`config.mk`:
```
export PLATFORM = sky130hd
export DESIGN_NAME = matrix_keypad_scanner
export DESIGN_NICKNAME = d
export VERILOG_FILES = /design/src/rtl/mks_pkg.sv /design/src/rtl/matrix_keypad_scanner.sv
export SDC_FILE = /design/constraint.sdc
export NUM_CORES = 1
export LEC_CHECK = 0
export ABC_CLOCK_PERIOD_IN_PS = 10700
export BUFFER_PORTS_ARGS = -buffer_cell sky130_fd_sc_hd__buf_4
export CAP_MARGIN = 20
export CORE_AREA = 2 2 86 108
export CTS_CLUSTER_DIAMETER = 80
export DETAILED_ROUTE_END_ITERATION = 12
export DIE_AREA = 0 0 88 110
export HOLD_SLACK_MARGIN = 0.1
export PLACE_DENSITY_LB_ADDON = 0.25
export SYNTH_ARGS = -nofsm -noshare
export SYNTH_HDL_FRONTEND = slang
export SYNTH_SLANG_ARGS = --single-unit
```
`constraint.sdc`:
```
create_clock -name aclk -period 10.7 [get_ports aclk]
set_clock_uncertainty 0.1 [all_clocks]
set_input_delay 2.14 -clock aclk [delete_from_list [all_inputs] [get_ports aclk]]
set_output_delay 2.14 -clock aclk [all_outputs]
set_load 0.05 [all_outputs]
```
`src/rtl/mks_pkg.sv`:
```
// Shared constants, register indexes and key map for the matrix keypad scanner.
package mks_pkg;

    localparam int ROW_COUNT_DEF    = 4;
    localparam int COLUMN_COUNT_DEF = 4;

    localparam int COL_W   = 4;
    localparam int ROW_W   = 4;
    localparam int CODE_W  = 7;
    localparam int POS_W   = 4;
    localparam int DWELL_W = 16;
    localparam int CFG_IDX_W = 1;

    localparam logic [DWELL_W-1:0] DWELL_RESET = 16'd15;

    localparam logic [CFG_IDX_W-1:0] CFG_DWELL_TICKS = 1'b0;
    localparam logic [CFG_IDX_W-1:0] CFG_REPORT_MODE = 1'b1;

    localparam logic MODE_DEBOUNCED = 1'b0;
    localparam logic MODE_LEVEL     = 1'b1;

    // Keys past the 4x4 map give code 0.
    localparam logic [CODE_W-1:0] KEY_NONE = 7'h00;

    typedef logic [CODE_W-1:0] key_code_t;

    function automatic key_code_t key_ascii(input logic [2:0] row, input logic [1:0] col);
        key_code_t code;
        code = KEY_NONE;
        if (row < 3'd4) begin
            unique case ({row[1:0], col})
                4'd0:    code = 7'h31;  // '1'
                4'd1:    code = 7'h32;  // '2'
                4'd2:    code = 7'h33;  // '3'
                4'd3:    code = 7'h41;  // 'A'
                4'd4:    code = 7'h34;  // '4'
                4'd5:    code = 7'h35;  // '5'
                4'd6:    code = 7'h36;  // '6'
                4'd7:    code = 7'h42;  // 'B'
                4'd8:    code = 7'h37;  // '7'
                4'd9:    code = 7'h38;  // '8'
                4'd10:   code = 7'h39;  // '9'
                4'd11:   code = 7'h43;  // 'C'
                4'd12:   code = 7'h2A;  // '*'
                4'd13:   code = 7'h30;  // '0'
                4'd14:   code = 7'h23;  // '#'
                default: code = 7'h44;  // 'D'
            endcase
        end
        return code;
    endfunction

endpackage

```
`src/rtl/matrix_keypad_scanner.sv`:
```
// Matrix keypad scanner: row strobing, two-sample debounce (debounced mode) and key report per scan tick.
//
// Each accepted item is one scan tick carrying the column levels for the row driven
// during that tick. The result for a tick (the row drive that applied, and any key
// reported) is loaded into the result register when the item is accepted.
// One item is taken every cycle; s_ready drops only while a result sits in the
// result register and m_ready is low. Rows are held for dwell_ticks ticks (0 acts
// as 1); columns are sampled on the first and last tick of the dwell. In debounced
// mode a key reports once per press, in level mode on every decision tick it is low.
// A report restarts the scan at row 0. Configuration writes are always accepted.
module matrix_keypad_scanner #(
    parameter int ROW_COUNT    = mks_pkg::ROW_COUNT_DEF,
    parameter int COLUMN_COUNT = mks_pkg::COLUMN_COUNT_DEF
) (
    input  logic                          aclk,
    input  logic                          aresetn,

    input  logic                          cfg_valid,
    output logic                          cfg_ready,
    input  logic [mks_pkg::CFG_IDX_W-1:0] cfg_index,
    input  logic [mks_pkg::DWELL_W-1:0]   cfg_data,

    input  logic                          s_valid,
    output logic                          s_ready,
    input  logic [mks_pkg::COL_W-1:0]     s_column_levels,

    output logic                          m_valid,
    input  logic                          m_ready,
    output logic [mks_pkg::ROW_W-1:0]     m_row_drive,
    output logic                          m_key_valid,
    output logic [mks_pkg::CODE_W-1:0]    m_key_code,
    output logic [mks_pkg::POS_W-1:0]     m_key_position
);

    localparam int RIDX_W    = (ROW_COUNT > 1) ? $clog2(ROW_COUNT) : 1;
    localparam int MARKS     = ROW_COUNT * COLUMN_COUNT;
    localparam int MIDX_W    = (MARKS > 1) ? $clog2(MARKS) : 1;
    localparam int SCAN_COLS = (COLUMN_COUNT < 4) ? COLUMN_COUNT : 4;
    localparam logic [RIDX_W-1:0] LAST_ROW = RIDX_W'(ROW_COUNT - 1);

    logic [mks_pkg::DWELL_W-1:0] dwell_ticks_reg;
    logic                        report_mode_reg;

    logic [RIDX_W-1:0]           current_row_reg, current_row_next;
    logic [mks_pkg::DWELL_W-1:0] dwell_count_reg, dwell_count_next;
    logic [mks_pkg::COL_W-1:0]   first_sample_reg, first_sample_next;
    logic [MARKS-1:0]            marks_reg, marks_next;

    logic                        out_valid_reg;
    logic [mks_pkg::ROW_W-1:0]   out_drive_reg, out_drive_next;
    logic                        out_key_valid_reg, out_key_valid_next;
    logic [mks_pkg::CODE_W-1:0]  out_code_reg, out_code_next;
    logic [mks_pkg::POS_W-1:0]   out_pos_reg, out_pos_next;

    logic take;

    assign cfg_ready = 1'b1;
    assign s_ready   = !out_valid_reg || m_ready;
    assign take      = s_valid && s_ready;

    assign m_valid        = out_valid_reg;
    assign m_row_drive    = out_drive_reg;
    assign m_key_valid    = out_key_valid_reg;
    assign m_key_code     = out_code_reg;
    assign m_key_position = out_pos_reg;

    always_comb begin
        logic [2:0]                  row_ext;
        logic [mks_pkg::COL_W-1:0]   first_eff;
        logic [mks_pkg::DWELL_W:0]   count_inc;
        logic [mks_pkg::DWELL_W:0]   dwell_eff;
        logic                        last_tick;
        logic                        found;
        logic [1:0]                  hit_col;
        logic                        low_last;
        logic                        down;
        logic [MIDX_W-1:0]           idx;

        row_ext   = 3'(current_row_reg);
        first_eff = (dwell_count_reg == '0) ? s_column_levels : first_sample_reg;
        count_inc = {1'b0, dwell_count_reg} + 1'b1;
        dwell_eff = (dwell_ticks_reg == '0) ? (mks_pkg::DWELL_W+1)'(1)
                                            : {1'b0, dwell_ticks_reg};
        last_tick = count_inc >= dwell_eff;

        for (int i = 0; i < mks_pkg::ROW_W; i++) begin
            out_drive_next[i] = (row_ext != 3'(i));
        end

        found      = 1'b0;
        hit_col    = 2'd0;
        marks_next = marks_reg;

        for (int j = 0; j < SCAN_COLS; j++) begin
            low_last = !s_column_levels[j];
            down     = low_last && !first_eff[j];
            idx      = MIDX_W'(int'(current_row_reg) * COLUMN_COUNT + j);
            if (last_tick && !found) begin
                if (report_mode_reg == mks_pkg::MODE_LEVEL) begin
                    if (low_last) begin
                        found   = 1'b1;
                        hit_col = 2'(j);
                    end
                end else begin
                    // first new press wins; stale marks ahead of it are released
                    if (down && !marks_reg[idx]) begin
                        marks_next[idx] = 1'b1;
                        found           = 1'b1;
                        hit_col         = 2'(j);
                    end else if (!down && marks_reg[idx]) begin
                        marks_next[idx] = 1'b0;
                    end
                end
            end
        end

        first_sample_next  = first_eff;
        out_key_valid_next = found;
        out_code_next      = found ? mks_pkg::key_ascii(row_ext, hit_col) : mks_pkg::KEY_NONE;
        out_pos_next       = found ? {row_ext[1:0], hit_col} : '0;

        if (!last_tick) begin
            dwell_count_next = count_inc[mks_pkg::DWELL_W-1:0];
            current_row_next = current_row_reg;
        end else begin
            dwell_count_next = '0;
            if (found || current_row_reg == LAST_ROW) begin
                current_row_next = '0;
            end else begin
                current_row_next = current_row_reg + 1'b1;
            end
        end
    end

    always_ff @(posedge aclk) begin
        if (!aresetn) begin
            dwell_ticks_reg  <= mks_pkg::DWELL_RESET;
            report_mode_reg  <= mks_pkg::MODE_DEBOUNCED;
            current_row_reg  <= '0;
            dwell_count_reg  <= '0;
            first_sample_reg <= '1;
            marks_reg        <= '0;
            out_valid_reg    <= 1'b0;
        end else begin
            if (cfg_valid) begin
                unique case (cfg_index)
                    mks_pkg::CFG_DWELL_TICKS: dwell_ticks_reg <= cfg_data;
                    mks_pkg::CFG_REPORT_MODE: report_mode_reg <= cfg_data[0];
                    default: ;
                endcase
            end
            if (take) begin
                current_row_reg  <= current_row_next;
                dwell_count_reg  <= dwell_count_next;
                first_sample_reg <= first_sample_next;
                marks_reg        <= marks_next;
                out_valid_reg    <= 1'b1;
            end else if (m_ready) begin
                out_valid_reg    <= 1'b0;
            end
        end
    end

    always_ff @(posedge aclk) begin
        if (take) begin
            out_drive_reg     <= out_drive_next;
            out_key_valid_reg <= out_key_valid_next;
            out_code_reg      <= out_code_next;
            out_pos_reg       <= out_pos_next;
        end
    end

endmodule
```
; After elaboration in Yosys (flattened, before gate mapping)
; Memory sizes are Yosys's and may differ from the RTL's. A register that Yosys moved wholly into a read port is not among the register bits.
; Cells that the tools add are included.
[classes]
addsub = 5
order_cmp = 9
n_eq_ne = 4
n_mux = 66
bitwise_logic = 13
n_reduce_logical = 50
[ops]
columns = op, n
row1 = 16-bit 2-to-1 mux, 18
row2 = 16-bit bitwise AND, 4
row3 = 16-bit inverter, 3
row4 = 16-bit OR, 3
row5 = 16-bit zero test, 2
row6 = 1-bit 2-to-1 mux, 28
row7 = 2-bit 2-to-1 mux, 11
row8 = 1-bit zero test, 21
row9 = 1-bit logical AND, 20
row10 = 4-bit by 5-bit < comparator with 1-bit output (second input constant), 4
row11 = 16-bit by 1-bit adder with 17-bit output (second input constant), 1
row12 = 17-bit by 16-bit greater-or-equal comparator with 1-bit output, 1
row13 = 4-bit by 1-bit greater-or-equal comparator with 1-bit output (second input constant), 4
row14 = 13-bit inverter with 16-bit output, 1
row15 = 16-bit by 13-bit OR with 16-bit output, 1
row16 = 1-bit binary-select mux with 4-bit select, 3
row17 = 1-bit demux with 4-bit select, 3
row18 = 4-bit by 2-bit adder with 4-bit output (second input constant), 2
row19 = 2-bit AND reduction, 3
row20 = 4-bit by 1-bit adder with 4-bit output (second input constant), 1
row21 = 4-bit 2-to-1 mux, 1
row22 = 2-bit != test (second input constant), 2
row23 = 2-bit nonzero test, 2
row24 = 2-bit by 1-bit adder with 2-bit output (second input constant), 1
row25 = other kinds (6), 7
[totals]
register_bits = 65
mem_bits_ro = 112
inputBits = 26
out_inout_bits = 19
elab_cells = 158
n_memories = 1
[mem_list]
columns = name, depth, word_bits, rd, rd_clocked_by_memory_dff, wr, line
row1 = (no name shown), 16, 7, 1, 1, 0, mks_pkg.sv:31  ; unique case ({row[1:0], col})

; Longest topological paths before layout
[logic_depth]
word_depth = 25
ltp_mapped = 16
ltp_nobuf = 16

; Worst setup path before layout
; OpenSTA, ideal clock, no wires.
[synth_path]
kind = input -> output
start = input port m_ready
end = output port s_ready
arrival_ns = 2.577
required_ns = 8.460
path_slack_ns = 5.883
stages = 1
path_buffers = 0
cell_sequence = nand2b_1
[synth_between]
elab_chain_len = 1
[synth_lines]
columns = element, line
row1 = from (decl), matrix_keypad_scanner.sv:28  ; input logic m_ready,
row2 = 1-bit logical OR, matrix_keypad_scanner.sv:58  ; assign s_ready = !out_valid_reg || m_ready;
row3 = to (decl), matrix_keypad_scanner.sv:24  ; output logic s_ready,
; No other way between the ends.

; Worst setup path after layout
; Ends and elaborated chain as after synthesis.

==> flow_metrics.py <==
metrics = {
    "place": {
        "post-place-ws_ps": 5700,
        "post-place-cells": 613,
        "placed_cell_area_um2": 4570,
        "hpwl_mm": 6.82,
        "port_buffers": 43,
        "place.gp.congestion": 0.804,
    },
    "global_route": {
        "grt_remaining_overflow": 0,
        "antenna_found_initial": 0,
        "grt_pass1_wl_mm": 15.9,
        "grtUsageTotal_pct": 21.2,
        "grt_pass1_vias": 3543,
        "grt_max_degree": 49,
    },
    "synth": {
        "syn_avg_cell_area_um2": 8.85,
        "synth_top_area_share_pct": 26.7,
        "synth_area_um2": 4210,
        "netlist_instances": 475,
        "yosys.area.top_type": "dfxtp_1",
        "ys_warn_count": 0,
        "synth_fp_nets": 533,
        "ys_seq_elements": 72,
        "synthTopCellsByArea": "dfxtp_1, edfxtp_1, ha_1",
        "synth.distinct_cells": 58,
        "synth_edf_count": 16,
        "async_flop_share_pct": 0,
        "synth_seq_area_share_pct": 38.1,
        "ys.flop_type": "dfxtp_1",
    },
    "timing": {
        "max_freq_ghz": 0.207,
        "rsz0062_at_grt": "no",
        "slew_headroom_pct": 47.2,
        "hold_viol": 0,
        "whs_ps": 356,
        "post-route-period-util_pct": 45.2,
        "worst_slack_ps": 5860,
        "slew_violations": 0,
        "tightest_slew_ps": 782,
        "fin_crit_ps": 4840,
        "tns_ps": 0,
        "setup_viol": 0,
    },
    "setup_path": {
        "arrival_ps": 2600,
        "cp_common_cell": "buf_4",
        "cp_slowest_cell": "buf_4",
        "critPathRequiredTime_ps": 8460,
        "path_delay_family": "buffers and inverters",
        "worstSetupStartpointType": "primary input",
        "crit_chain": "buf_4, nand2b_1, buf_4",
        "endpoint_kind": "primary output",
        "path_class": "in -> out",
        "critPathMaxStageDelay_ps": 200,
        "crit_path_max_fanout": 3,
        "path_buf_inv": 2,
    },
    "clock_network": {
        "cts.path.max_buffers": 2,
        "numClockSinks": 72,
        "cts_tree": "yes",
        "numCtsBuffers": 9,
        "clkSlewWorstSetupHoldPaths_ps": 70,
        "htree_levels": 3,
        "cts_root_buf": "clkbuf_8",
        "clock_latency_ps": 350,
        "cts_hold_buf": 0,
        "cts_setup_buffers": 0,
        "ctsResizeCount": 0,
    },
    "power_and_ir_drop": {
        "p_sw_mw": 0.152,
        "switching_share_pct": 27.9,
        "seq_power_share_pct": 53.2,
        "power.share.clock_pct": 33.2,
        "leakagePower_nw": 1.85,
        "p_per_area_nw_per_um2": 115,
        "combPwrFrac_pct": 13.5,
        "intPower_mw": 0.393,
        "ir_worst_vdd_mv": 0.0993,
    },
    "floorplan": {
        "die_w_um": 88,
        "start_util_pct": 48.9,
        "coreArea_um2": 8610,
        "die-area_um2": 9680,
        "die_height_um": 110,
        "io_pins": 45,
        "rows": 38,
    },
    "detailed_routing": {
        "wl_per_cell_um": 14.9,
        "drtIter0Drc": 108,
        "detail_route.first_pass.iterations": 4,
        "route.detailed.drc": 0,
        "avgViaCountPerCell": 5.55,
        "antenna_left": 0,
        "routed-via-count": 3498,
        "wl_mm": 9.40,
    },
    "final_layout": {
        "finalNetCount": 563,
        "layout.cells.non_filler": 630,
        "syn2layout_area_growth_pct": 12.5,
        "drive_gt1_share_pct": 14.1,
        "antennaDiodeCount": 0,
        "fin_area_um2": 4730,
    },
    "outcome": {
        "status": "completed",
    },
    "min_path": {
        "worstHoldPathType": "reg -> reg",
    },
    "job": {
        "cap_violations": 0,
    },
}
-- cell usage in the layout, fill, tap and decap left out, types with 3 or more instances in the layout --
cell | netlist | final
xnor2_1 | 9 | 9
and3_1 | 6 | 6
o21ai_0 | 13 | 13
clkbuf_8 | 0 | 9
nor4_1 | 19 | 19
edfxtp_1 | 16 | 16
and2_1 | 7 | 7
a22o_1 | 5 | 5
nor2_1 | 19 | 19
nand2_1 | 78 | 78
nor4b_1 | 4 | 4
nand4_1 | 6 | 6
or4_1 | 8 | 8
inv_1 | 32 | 32
nor2b_1 | 4 | 4
clkinv_1 | 2 | 3
nand2b_1 | 7 | 7
ha_1 | 32 | 32
mux4_2 | 4 | 4
nor3_1 | 9 | 9
a31oi_1 | 3 | 3
a21oi_1 | 27 | 27
xor2_1 | 5 | 5
nand3_1 | 16 | 16
buf_4 | 1 | 46
and4_1 | 4 | 4
mux2i_1 | 21 | 21
clkinv_2 | 0 | 4
dfxtp_1 | 56 | 56
o211ai_1 | 5 | 5
-- path summary, 6_finish.rpt --
kind / from / to / slack [ps] / cells past startpoint
worst max-delay path: m_ready / s_ready / 5860 / 3
worst min-delay path: register / register / 360 / 2
worst max register to register: dwell_count_reg[2]$_SDFFE_PN0P_ / m_key_code[1]$_SDFFCE_PN0P_ / 6050 / 14
worst min register to register: register / register / 360 / 2
-- worst min-delay path: stages, from the launching register on --
cell and delay (ps):
dfxtp_1 310, nand2_1 50, mux2i_1 50
-- final cells by class --
type / instances / area [um2]
clock inverters: 5 / 23.8
fillers: 826 / 3870
flip-flops and latches: 72 / 1600
inverters: 35 / 131
multi-input cells: 341 / 2350
well taps: 120 / 150
clock buffers: 11 / 131
repair buffers: 46 / 345
-- routing by layer --
metal	up-vias	global-route usage [%]	wire (um)
li1	1755	-	-
met1	1651	23.2	3850
met2	76	38.9	4990
met3	16	3.80	313
met4	0	10.9	240
met5	-	0	0
-- power groups by stage --
stage,sequential (mW),combinational [mW],clock (mW)
2_1_floorplan,0.303,0.0419,0
3_3_place_gp,0.296,0.0718,0
3_5_place_dp,0.296,0.0734,0
4_1_cts,0.290,0.0737,0.186
5_1_grt,0.291,0.0813,0.201
6_report,0.290,0.0736,0.181
-- synth_stat cells, types with 3 or more instances --
cell type,count
a21oi_1,27
edfxtp_1,16
nor2b_1,4
clkbuf_1,15
nor3_1,9
mux2i_1,21
xor2_1,5
nor4_1,19
o21ai_0,13
a31oi_1,3
dfxtp_1,56
nor4b_1,4
nand2_1,78
mux4_2,4
and3_1,6
nand2b_1,7
or4_1,8
buf_1,5
xnor2_1,9
ha_1,32
nor2_1,19
nand4_1,6
o211ai_1,5
buf_2,3
and4_1,4
a22o_1,5
inv_1,32
and2_1,7
nand3_1,16
-- logic make-up (layout without fill, tap and decap cells) --
logic type	after synthesis	after routing	synth area share [%]
AO/OA/AOI/OAI	72	72	11.5
buffers and inverters	62	97	6.10
XOR/XNOR	14	14	2.92
AND/OR/NAND/NOR	196	196	24.3
other	1	1	0.0892
adder cells (fa/ha/maj)	32	32	9.52
flip-flops	72	72	38.1
multiplexers	26	26	7.41
-- per-stage QoR --
stage	util [%]	power (mW)
floorplan	-	0.345
global placement	53.1	0.368
detailed placement	53.1	0.370
CTS	54.9	0.550
global route	55.0	0.573
finish	55.0	0.545
No activity file was read; power rests on OpenSTA's default activity.
